### config.mk
export PLATFORM = sky130hd
export DESIGN_NAME = kts_lane
export DESIGN_NICKNAME = d
export VERILOG_FILES = /design/src/hw/rtl/kts_pkg.sv /design/src/hw/rtl/kts_lane.sv
export SDC_FILE = /design/constraint.sdc
export NUM_CORES = 2
export LEC_CHECK = 0
export ABC_AREA = 1
export BUFFER_PORTS_ARGS = -buffer_cell sky130_fd_sc_hd__buf_2
export CAP_MARGIN = 20
export CORE_ASPECT_RATIO = 1.5
export CORE_MARGIN = 5
export CORE_UTILIZATION = 55
export DETAILED_ROUTE_END_ITERATION = 10
export PLACE_DENSITY = 0.72
export SETUP_SLACK_MARGIN = 0.2
export SYNTH_ARGS = -nofsm -noshare
export SYNTH_HDL_FRONTEND = slang
export SYNTH_SLANG_ARGS = --single-unit
export TNS_END_PERCENT = 10
### constraint.sdc
create_clock -name clk_i -period 5.3 [get_ports clk_i]
set_input_delay 0.795 -clock clk_i [delete_from_list [all_inputs] [get_ports clk_i]]
set_output_delay 0.795 -clock clk_i [all_outputs]
set_load 0.02 [all_outputs]
### src/hw/rtl/kts_pkg.sv
`timescale 1ns / 1ps

package kts_pkg;

  // Fixed field widths of the item formats.
  localparam int unsigned KEY_COUNT_W = 7;
  localparam int unsigned SLOT_W      = 6;
  localparam int unsigned TIME_W      = 32;
  localparam int unsigned VAL_W       = 32;

  localparam logic [KEY_COUNT_W-1:0] KEY_COUNT_RESET = 7'd1;

  // Operation codes carried in the opcode field.
  localparam logic OP_WRITE  = 1'b0;
  localparam logic OP_SAMPLE = 1'b1;

  // One input beat.
  typedef struct packed {
    logic                     opcode;
    logic [SLOT_W-1:0]        key_slot;
    logic [TIME_W-1:0]        time_value;
    logic signed [VAL_W-1:0]  in_x;
    logic signed [VAL_W-1:0]  in_y;
    logic signed [VAL_W-1:0]  in_z;
  } in_item_t;

  // One result beat.
  typedef struct packed {
    logic signed [VAL_W-1:0]  out_x;
    logic signed [VAL_W-1:0]  out_y;
    logic signed [VAL_W-1:0]  out_z;
    logic [SLOT_W-1:0]        segment;
  } out_item_t;

  // Status that the key search hands to the sequencer and the divider.
  typedef struct packed {
    logic              done;
    logic              last;
    logic [TIME_W-1:0] t;
    logic [TIME_W-1:0] t0;
    logic [TIME_W-1:0] t1;
  } sr_status_t;

endpackage

### src/hw/rtl/kts_lane.sv
`timescale 1ns / 1ps

module kts_lane #(
  parameter int unsigned MAX_KEYS      = 64,
  parameter int unsigned FRACTION_BITS = 16,
  parameter int unsigned AW            = $clog2(MAX_KEYS)
) (
  input  logic                              clk_i,
  input  logic                              rst_ni,
  input  logic                              wr_en_i,
  input  logic [AW-1:0]                     wr_addr_i,
  input  logic signed [kts_pkg::VAL_W-1:0]  wr_val_i,
  input  logic                              start_i,
  input  logic [AW-1:0]                     seg_i,
  input  logic [FRACTION_BITS:0]            factor_i,
  output logic                              done_o,
  output logic signed [kts_pkg::VAL_W-1:0]  res_o
);
  import kts_pkg::*;

  localparam int unsigned DW = VAL_W + 1;
  localparam int unsigned PW = DW + FRACTION_BITS + 2;

  typedef enum logic [2:0] {
    LN_IDLE,
    LN_RD0,
    LN_RD1,
    LN_MUL,
    LN_ADD
  } ln_state_e;

  ln_state_e               state_q;
  logic [VAL_W-1:0]        val_mem [MAX_KEYS];
  logic [VAL_W-1:0]        rd_data_q;
  logic [AW-1:0]           rd_addr;
  logic [AW-1:0]           seg_q;
  logic [FRACTION_BITS:0]  f_q;
  logic [VAL_W-1:0]        s_q;
  logic signed [DW-1:0]    d_q;
  logic signed [PW-1:0]    p_q, p_d, p_sh;
  logic [VAL_W-1:0]        res_q;
  logic                    done_q;

  // Component store: one write port, one registered read port.
  always_ff @(posedge clk_i) begin
    if (wr_en_i) begin
      val_mem[wr_addr_i] <= wr_val_i;
    end
    rd_data_q <= val_mem[rd_addr];
  end

  // Start key first, then the key after it.
  assign rd_addr = (state_q == LN_IDLE) ? seg_i : seg_q + AW'(1);

  // Product of the difference and the factor, then a floor shift.
  assign p_d  = d_q * $signed({1'b0, f_q});
  assign p_sh = p_q >>> FRACTION_BITS;

  always_ff @(posedge clk_i or negedge rst_ni) begin
    if (!rst_ni) begin
      state_q <= LN_IDLE;
      seg_q   <= '0;
      f_q     <= '0;
      s_q     <= '0;
      d_q     <= '0;
      p_q     <= '0;
      res_q   <= '0;
      done_q  <= 1'b0;
    end else begin
      done_q <= 1'b0;
      case (state_q)
        LN_IDLE: begin
          if (start_i) begin
            seg_q   <= seg_i;
            f_q     <= factor_i;
            state_q <= LN_RD0;
          end
        end
        LN_RD0: begin
          s_q     <= rd_data_q;
          state_q <= LN_RD1;
        end
        LN_RD1: begin
          // With a zero factor the key after the start, which may never have
          // been written, does not enter the result.
          if (f_q == '0) begin
            d_q <= '0;
          end else begin
            d_q <= $signed({rd_data_q[VAL_W-1], rd_data_q}) - $signed({s_q[VAL_W-1], s_q});
          end
          state_q <= LN_MUL;
        end
        LN_MUL: begin
          p_q     <= p_d;
          state_q <= LN_ADD;
        end
        LN_ADD: begin
          res_q   <= s_q + p_sh[VAL_W-1:0];
          done_q  <= 1'b1;
          state_q <= LN_IDLE;
        end
        default: state_q <= LN_IDLE;
      endcase
    end
  end

  assign done_o = done_q;
  assign res_o  = res_q;

endmodule

==> metrics.txt <==
status=finished with violations; failing checks=negative setup slack; Slew Limit Fails=0; CP Max Fanout=5; Arr. time, crit path=around 6.4 ns; DP HPWL=around 230000 um; Post-Syn Area=between 0.1 and 0.15 sq mm; Worst Clk Skew=between 0.05 and 0.06 ns; Synth Flop Type=edfxtp_1; top cells by area, synth=edfxtp_1, nand2_1, inv_1, nand3_1, fa_1; Die X=around 400 um; MaxCap Viol Count=0; num rows=210; Layout fillers=approximately 17000; GR Overflow Total=0; # nets final=13900; Worst setup SP type=flop; kind of critical path=reg2reg; vias in the first global route=92400; antenna-violating nets left=0; syn_nets=13700; drt via density=5.61; Num Clock Sinks=between 2000 and 2500; Die Footprint=around 0.23 sq mm; Yosys top cell by area=edfxtp_1; ys async rst share=0.0698; CTS Buf Count=~210; effective utilization at floorplan=0.552; Distinct cells, synth=41; wire length per cell=between 20 and 25 um; Post-Synthesis Cells=between 10000 and 15000; Slew headroom=0.286; Yosys warning count=0; P&R area growth vs syn=13.3%; CTS root buf=clkbuf_16; Final Worst Setup Slack=-0.407 ns; router iterations before antenna repair=7; min Tclk post-route=around 5.7 ns; All-Layer GR Usage=0.315; HP Class=in2async; EDFF count, synth=2048; Residual DRC=0; routability-driven placement congestion ratio=about 0.97; register area=0.0661 sq mm; unrepaired setup endpoints after global routing=yes; mean post-synth cell area=about 9.3 sq um; TritonCTS clock tree=built; drt total wl=approximately 360000 um; DR iter-0 viols=approximately 9300; Setup TNS Final=-9.17 ns; final hold vios=0; final setup violation count=32; via count=just over 90000; Final period util=1.08; clk buf depth=4; Core ar.=roughly 0.22 sq mm; Critical Path End Type=flop; worst skew pair latency=approximately 0.85 ns; CTS clk-pin slew, worst paths=about 0.07 ns; Synth top area share=0.511; pin count of the biggest net entering global routing=~130; share of layout cells above drive strength 1=0.110; Multi-input gate area=0.0422 sq mm; Yosys reg bits=between 2000 and 2500; WP data required=6.02 ns; CTS Hold Bufs=0; port bufs=97; die height=about 580 um; initial antenna violation count=15; Ports=between 90 and 100; CTS H-tree lvls=4; Seq/Total Area, Yosys=0.548; global-route wire length before repair=542000 um; fmax=between 150 and 200 MHz; worst slew pin tran=~1.1 ns
==> through the flow <==
| stage | setup WS, ns | utilization | instances | area, sq um | hold slack [ns] |
|---|---|---|---|---|---|
| floorplan | 0.167 | - | 12900 | 121000 | 0.453 |
| global placement | -0.710 | 0.585 | 15800 | 128000 | 0.466 |
| detailed placement | -0.707 | 0.585 | 15800 | 128000 | 0.464 |
| CTS | -0.352 | 0.622 | 16200 | 136000 | 0.0348 |
| global route | -0.544 | 0.626 | 16200 | 136000 | 0.0766 |
| finish | -0.407 | 0.626 | 16200 | 136000 | 0.0372 |
==> layer usage <==
layer / part of all wire / GRT usage / vias to the layer above
li1: - / - / 40900
met1: 0.33 / 0.352 / 43900
met2: 0.49 / 0.540 / 4710
met3: 0.084 / 0.0489 / 1372
met4: 0.092 / 0.242 / 10
met5: 0.00018 / 0 / -
==> cell usage after synthesis, drive strengths merged (32+ instances only) <==
library cell / n
nand2: 3203
dfxtp: 32
edfxtp: 2048
clkbuf: 319
nand3: 2288
a21oi: 158
buf: 310
nand4: 38
dfrtp: 156
inv: 3107
ha: 174
fa: 516
o21ai: 112
nor2: 275
==> final cells by class <==
type                    count  share of cell area
diodes                     11            0.000202
clock buffers             263              0.0406
clock inverters           106             0.00776
inverters                3107              0.0856
multi-input cells        6944               0.310
flip-flops and latches   2236               0.484
well taps                2862              0.0262
repair buffers            678              0.0461
==> final timing paths <==
path | start | endpoint | slack [ns] | cells past startpoint
setup / recovery | f_q[5]$_DFFE_PN0P_ | p_q[29]$_DFFE_PN0P_ | -0.41 | 24
hold / removal | rst_ni | f_q[15]$_DFFE_PN0P_ | 0.04 | 1
setup reg to reg | f_q[5]$_DFFE_PN0P_ | p_q[29]$_DFFE_PN0P_ | -0.41 | 24
hold reg to reg | res_o[18]$_DFFE_PN0P_ | res_o[18]$_DFFE_PN0P_ | 0.48 | 2
max in group asynchronous | rst_ni | res_o[26]$_DFFE_PN0P_ | 4.15 | 2
min in group clk_i | start_i | state_q[0]$_DFFE_PN0P_ | 0.18 | 3
==> registers in the layout, indices dropped and copies added, names as in the netlist <==
name and cells:
p_q 32, val_mem 2048, d_q 33, seg_q 6, res_o 32, done_o 1
state_q 3, s_q 32, f_q 17, rd_data_q 32
==> cells by family after synthesis <==
| logic type | count (synthesis) | synth area share |
|---|---|---|
| adders and majority gates | 690 | 0.104 |
| muxes | 20 | 0.00187 |
| xor gates and xnor gates | 38 | 0.00276 |
| and+or+nand+nor | 5863 | 0.209 |
| AOI/OAI and AO/OA | 333 | 0.0151 |
| buffers and inverters | 3736 | 0.119 |
| DFF | 2236 | 0.548 |
==> repair_timing <==
action,CTS,global route
setup buffers,41,22
setup endpoints to repair,32,32
gates resized for setup,277,203
cloned,7,1
pin swaps,116,165
==> cells in the final DEF, fill, tap and decap left out, types with 24 or more instances in the layout <==
cell and instances:
a21oi_2 24, clkinv_1 38, inv_2 63, nand2_2 87, o21ai_0 86, nor2_4 84
buf_4 446, fa_1 471, ha_1 140, buf_12 85, fa_2 45, edfxtp_1 2048
ha_4 34, nor2_2 27, nand4_1 38, dfrtp_1 142, dfxtp_1 32, nor2_1 164
buf_2 96, a21oi_1 124, clkbuf_16 212, nand2_1 3090, nand3_1 2272, clkbuf_1 45
inv_1 3038, buf_6 38, clkinv_2 32
==> critical path, stage by stage (launching register included) <==
cell and delay [ns]:
dfrtp_1 0.41, buf_12 0.15, buf_6 0.11, buf_6 0.11, nand2_2 0.05, inv_2 0.04
fa_2 0.57, inv_2 0.04, fa_2 0.38, fa_1 0.57, inv_2 0.04, fa_1 0.50
fa_1 0.54, inv_2 0.04, fa_1 0.54, inv_2 0.07, ha_4 0.28, a21oi_4 0.17
o21ai_2 0.08, buf_4 0.13, a21o_1 0.15, nor2_2 0.11, nand2_2 0.13, xnor2_2 0.26
o21ai_1 0.08
Power is left out: the tool's default activity adds up to more than one toggle a clock period on the data nets, which glitch-free logic cannot reach.
