===== config.mk =====
export PLATFORM = sky130hd
export DESIGN_NAME = kts_div
export DESIGN_NICKNAME = d
export VERILOG_FILES = /design/src/hw/rtl/kts_pkg.sv /design/src/hw/rtl/kts_div.sv
export SDC_FILE = /design/constraint.sdc
export NUM_CORES = 1
export LEC_CHECK = 0
export ABC_AREA = 0
export BUFFER_PORTS_ARGS = -buffer_cell sky130_fd_sc_hd__buf_2
export CAP_MARGIN = 20
export CORE_ASPECT_RATIO = 0.5
export CORE_MARGIN = 4
export CORE_UTILIZATION = 42
export DETAILED_ROUTE_END_ITERATION = 10
export GPL_TIMING_DRIVEN = 1
export SLEW_MARGIN = 5
export SYNTH_ARGS = -nofsm -noshare
export SYNTH_HDL_FRONTEND = slang
export SYNTH_SLANG_ARGS = --single-unit

===== constraint.sdc =====
create_clock -name clk_i -period 4.5 [get_ports clk_i]
set_clock_uncertainty 0.05 [all_clocks]
set_input_delay 0 -clock clk_i [delete_from_list [all_inputs] [get_ports clk_i]]
set_output_delay 0 -clock clk_i [all_outputs]
set_load 0.02 [all_outputs]

===== src/hw/rtl/kts_pkg.sv =====
`timescale 1ns / 1ps

package kts_pkg;

  // Fixed field widths of the item formats.
  localparam int unsigned KEY_COUNT_W = 7;
  localparam int unsigned SLOT_W      = 6;
  localparam int unsigned TIME_W      = 32;
  localparam int unsigned VAL_W       = 32;

  localparam logic [KEY_COUNT_W-1:0] KEY_COUNT_RESET = 7'd1;

  // Operation codes carried in the opcode field.
  localparam logic OP_WRITE  = 1'b0;
  localparam logic OP_SAMPLE = 1'b1;

  // One input beat.
  typedef struct packed {
    logic                     opcode;
    logic [SLOT_W-1:0]        key_slot;
    logic [TIME_W-1:0]        time_value;
    logic signed [VAL_W-1:0]  in_x;
    logic signed [VAL_W-1:0]  in_y;
    logic signed [VAL_W-1:0]  in_z;
  } in_item_t;

  // One result beat.
  typedef struct packed {
    logic signed [VAL_W-1:0]  out_x;
    logic signed [VAL_W-1:0]  out_y;
    logic signed [VAL_W-1:0]  out_z;
    logic [SLOT_W-1:0]        segment;
  } out_item_t;

  // Status that the key search hands to the sequencer and the divider.
  typedef struct packed {
    logic              done;
    logic              last;
    logic [TIME_W-1:0] t;
    logic [TIME_W-1:0] t0;
    logic [TIME_W-1:0] t1;
  } sr_status_t;

endpackage


===== src/hw/rtl/kts_div.sv =====
`timescale 1ns / 1ps

module kts_div #(
  parameter int unsigned FRACTION_BITS = 16
) (
  input  logic                       clk_i,
  input  logic                       rst_ni,
  input  logic                       start_i,
  input  logic [kts_pkg::TIME_W-1:0] t_i,
  input  logic [kts_pkg::TIME_W-1:0] t0_i,
  input  logic [kts_pkg::TIME_W-1:0] t1_i,
  output logic                       done_o,
  output logic [FRACTION_BITS:0]     factor_o
);
  import kts_pkg::*;

  localparam int unsigned DW = TIME_W + 1;
  localparam int unsigned CW = $clog2(FRACTION_BITS + 1);

  typedef enum logic [1:0] {
    DV_IDLE,
    DV_PREP,
    DV_ITER
  } dv_state_e;

  dv_state_e                state_q;
  logic signed [DW-1:0]     num_q, den_q;
  logic [DW-1:0]            an, ad;
  logic [DW-1:0]            rem_q, ad_q;
  logic [DW:0]              rem_sh;
  logic                     ge;
  logic [FRACTION_BITS-1:0] quo_q, quo_d;
  logic [CW-1:0]            cnt_q;
  logic [FRACTION_BITS:0]   factor_q;
  logic                     done_q;
  logic                     opp_sign;

  // Magnitudes of numerator and denominator.
  assign an       = num_q[DW-1] ? DW'(-num_q) : DW'(num_q);
  assign ad       = den_q[DW-1] ? DW'(-den_q) : DW'(den_q);
  assign opp_sign = num_q[DW-1] != den_q[DW-1];

  // One restoring division step per cycle.
  assign rem_sh = {rem_q, 1'b0};
  assign ge     = rem_sh >= {1'b0, ad_q};
  assign quo_d  = {quo_q[FRACTION_BITS-2:0], ge};

  always_ff @(posedge clk_i or negedge rst_ni) begin
    if (!rst_ni) begin
      state_q  <= DV_IDLE;
      num_q    <= '0;
      den_q    <= '0;
      rem_q    <= '0;
      ad_q     <= '0;
      quo_q    <= '0;
      cnt_q    <= '0;
      factor_q <= '0;
      done_q   <= 1'b0;
    end else begin
      done_q <= 1'b0;
      case (state_q)
        DV_IDLE: begin
          if (start_i) begin
            num_q   <= $signed({1'b0, t_i}) - $signed({1'b0, t0_i});
            den_q   <= $signed({1'b0, t1_i}) - $signed({1'b0, t0_i});
            state_q <= DV_PREP;
          end
        end
        DV_PREP: begin
          // Zero or negative ratios clamp to zero, ratios of one or more to one.
          if (den_q == '0 || num_q == '0 || opp_sign) begin
            factor_q <= '0;
            done_q   <= 1'b1;
            state_q  <= DV_IDLE;
          end else if (an >= ad) begin
            factor_q <= {1'b1, {FRACTION_BITS{1'b0}}};
            done_q   <= 1'b1;
            state_q  <= DV_IDLE;
          end else begin
            rem_q   <= an;
            ad_q    <= ad;
            quo_q   <= '0;
            cnt_q   <= CW'(FRACTION_BITS);
            state_q <= DV_ITER;
          end
        end
        DV_ITER: begin
          rem_q <= ge ? DW'(rem_sh - {1'b0, ad_q}) : DW'(rem_sh);
          quo_q <= quo_d;
          cnt_q <= cnt_q - CW'(1);
          if (cnt_q == CW'(1)) begin
            factor_q <= {1'b0, quo_d};
            done_q   <= 1'b1;
            state_q  <= DV_IDLE;
          end
        end
        default: state_q <= DV_IDLE;
      endcase
    end
  end

  assign done_o   = done_q;
  assign factor_o = factor_q;

endmodule


==> metrics.yaml <==
yosys:
  yosys-top-cells-area: "dfrtp_1 31%, ha_1 12%, o21ai_0 8.8%, nand2_1 6.9%, xor2_1 4.4%"
  syn_area_um2: 13900
  yosysWarnings: 0
  synthTopCellsByCount: "256 x nand2_1, 244 x o21ai_0, 172 x dfrtp_1"
  synthFlopType: "dfrtp_1"
  synth_edf_count: 0
  synthCells: 1682
  synthArstFlopShare_pct: 100
  yosysSeqAreaShare_pct: 31.0
  synth_top_area_share_pct: 31.0
  synth_seq_cells: 172
  synth_fp_nets: 1921
  synth_cell_types: 74
  synth_most_common_cell: "nand2_1"
  synth_top_area_cell: "dfrtp_1"
  syn_area_per_cell_um2: 8.25
timing:
  fmax_mhz: 214
  maxSlewViolCount: 0
  period_share_pct: 104
  worst_hold_slack_ns: 0.0123
  fin_ws_ns: -0.180
  rsz0062_at_grt: "yes"
  slew-limit-headroom_pct: 34.5
  tightestPinTransition_ns: 0.974
  finalHoldViolations: 0
  fin_tns_setup_ns: -5.96
  setup_viol: 78
  min_period_ns: 4.68
clocking:
  path_clk_slew_ns: 0.07
  cts_max_level: 4
  clockBufferDepth: 2
  clk_latency_ns: 0.45
  clock-root-buffer: "clkbuf_16"
  cts_inserted_buffers: 17
  clock-sinks: 172
  cts_tree: "done"
min_path:
  hold_class: "in2reg"
  hp-start: "t_i[2]"
  whs_endpoint: "num_q[2]"
  hold_depth: 4
detailed_routing:
  vias_per_cell: 5.42
  drtAntennaViolNets: 0
  drt_iter0_drc: 875
  wl_mm: 39.6
  num_vias: 12704
  drt_first_pass_iters: 7
  drcViolationCount: 0
  avgRoutedWirePerCell_um: 16.9
global_route:
  grt_pass1_vias: 11708
  grt.total_usage_pct: 21.4
  grt_overflow: 0
  antenna_found_initial: 0
  grt_pass1_wl_mm: 62.1
  grt_max_degree: 101
critical_path:
  crit_buf_inv: 2
  path_class: "reg2reg"
  critical-path-max-stage-delay_ns: 0.38
  critPathLaunchType: "flop"
  cp_cell_sequence: "or3_4 > or3_4 > or2_4 > or3_4 > or3_4 > o31ai_4 > xnor2_2 > ha_1 > o21ai_1 > nand2b_1 > a211oi_2 > nor3_2 > and3_4 > a211o_4 > a21boi_4 > buf_12 > buf_6 > a22o_1"
  r2r-start: "num_q[3]"
  cp_common_cell: "or3_4"
  cp_max_fo: 5
  end_kind: "flop"
  r2r-end: "cnt_q[2]"
  r2r_cells: 18
  arrival_ns: 4.96
  path_delay_family: "simple AND/OR/NAND/NOR gates"
  critPathSlowestCell: "dfrtp_1"
  worstPathRequired_ns: 4.78
  reg2reg_slack_ns: -0.18
job:
  cap_violations: 0
floorplanning:
  fp.coreArea_um2: 32100
  num_rows: 46
  initial_utilization_pct: 43.2
  die-area_um2: 36200
  die_height_um: 137
  io_pins: 117
  fp.dieW_um: 265
power_and_ir_drop:
  ir_drop_uv: 401
  p_leak_nw: 8.04
  pwr_density_cell_nw_per_um2: 819
place:
  gp_congestion: 0.901
  dp_hpwl_mm: 29.6
  io_buffers: 116
  dpl_cell_area_um2: 15500
finish:
  drive_gt1_share_pct: 20.7
  final_area_um2: 17100
  nets: 2136
  nFillCells: 3045
  areaGrowthSynthToFinish_pct: 23.3
  diodes: 0
run_status:
  violations: "setup timing"
  status: "finished, violations left"
[per-layer routing]
metal / vias to the layer above / track usage, % / part of all wire [%]
met1: 5906 / 34.5 / 54
met2: 296 / 29.8 / 40
li1: 6475 / - / -
met4: 0 / 5.04 / 1.1
met5: - / 0 / 0
met3: 27 / 2.73 / 4.7
[cell usage in the layout, fill, tap and decap left out, types with 6 or more instances in the layout]
cell	Yosys	layout
dfrtp_1	172	172
a31oi_1	8	8
o31ai_1	23	17
a211oi_1	12	11
or3_1	10	7
a21o_1	56	56
xnor2_1	69	68
nand3_1	16	16
o21bai_1	13	13
and2_1	8	8
clkbuf_16	0	22
a21oi_1	100	98
a211o_1	6	6
o211ai_1	32	32
dlygate4sd3_1	0	12
nand2_4	0	6
buf_6	0	14
nand2_1	256	221
nor4_1	7	6
o21ai_0	244	182
nor2_1	59	59
nand3b_1	7	7
or2_2	6	6
and3_1	11	10
nand2_2	0	29
o41ai_1	10	9
nand4_1	14	14
xor2_1	70	69
buf_4	0	108
nor3_1	12	11
nand2b_1	25	24
buf_2	8	115
nor2b_1	13	12
inv_1	93	93
o21ai_2	0	28
ha_1	137	135
or4_1	12	10
o21ai_1	12	46
o31a_1	6	6
o21a_1	18	18
[repair_timing]
action / 4_1_cts / 5_1_grt
hold buffers: 12 / 0
gates resized for setup: 43 / 136
endpoints found under the hold margin: 92 / 0
setup endpoints to repair: 103 / 105
buffers inserted: 26 / 9
gates cloned: 3 / 9
pin swaps: 24 / 33
[cell type report]
class	count	area [um2]	share of cell area, %
flip-flops and latches	172	4300	25.2
repair buffers	261	1940	11.4
well taps	432	541	3.16
inverters	94	353	2.06
clock inverters	12	104	0.607
multi-input cells	1351	9400	55.0
clock buffers	20	457	2.67
[report_power, final]
group | leakage (nW) | switching (mW) | internal [mW]
clock | 0.272 | 0.694 | 0.752
combinational | 5.59 | 5.41 | 4.28
sequential | 2.18 | 0.637 | 2.23
[sequential cells by signal, summed over array words and instances, names as in the netlist]
register  flops
den_q        33
ad_q         33
factor_o     17
quo_q        15
cnt_q         5
state_q       2
done_o        1
rem_q        33
num_q        33
[per-stage QoR]
step,util (%),instances,power [mW],setup WS [ns]
floorplan,-,1682,8.39,0.00429
global placement,48.3,2252,10.9,-0.135
detailed placement,48.3,2252,11.0,-0.275
CTS,51.6,2325,13.1,-0.123
global route,53.3,2342,15.2,-0.363
finish,53.3,2342,14.0,-0.180
[kinds of logic after synthesis]
kind of cell    after synthesis  synth area share (%)
buf+inv                     160                  4.40
fa+ha+maj                   140                  12.8
flops                       172                  31.0
compound gates              590                  26.5
simple gates                475                  16.1
xor+xnor                    139                  8.77
mux                           6                 0.442
[worst min-delay path: cells and delay by family]
family          cells  cell delay [ns]
xor+xnor            1             0.08
buf+inv             1             0.08
compound gates      1             0.13
fa+ha+maj           1             0.19
[how the worst max path moves through the flow]
| stage | end | start | slack [ns] | cells after the start |
|---|---|---|---|---|
| floorplan | rem_q[31] | num_q[3] | 0.004 | 17 |
| global route | cnt_q[2] | den_q[4] | -0.36 | 18 |
| global placement | rem_q[2] | num_q[3] | -0.14 | 18 |
| detailed placement | rem_q[5] | num_q[3] | -0.28 | 16 |
| finish | cnt_q[2] | num_q[3] | -0.18 | 18 |
| CTS | cnt_q[2] | den_q[5] | -0.12 | 18 |
Power figures use the tool's default switching activity.
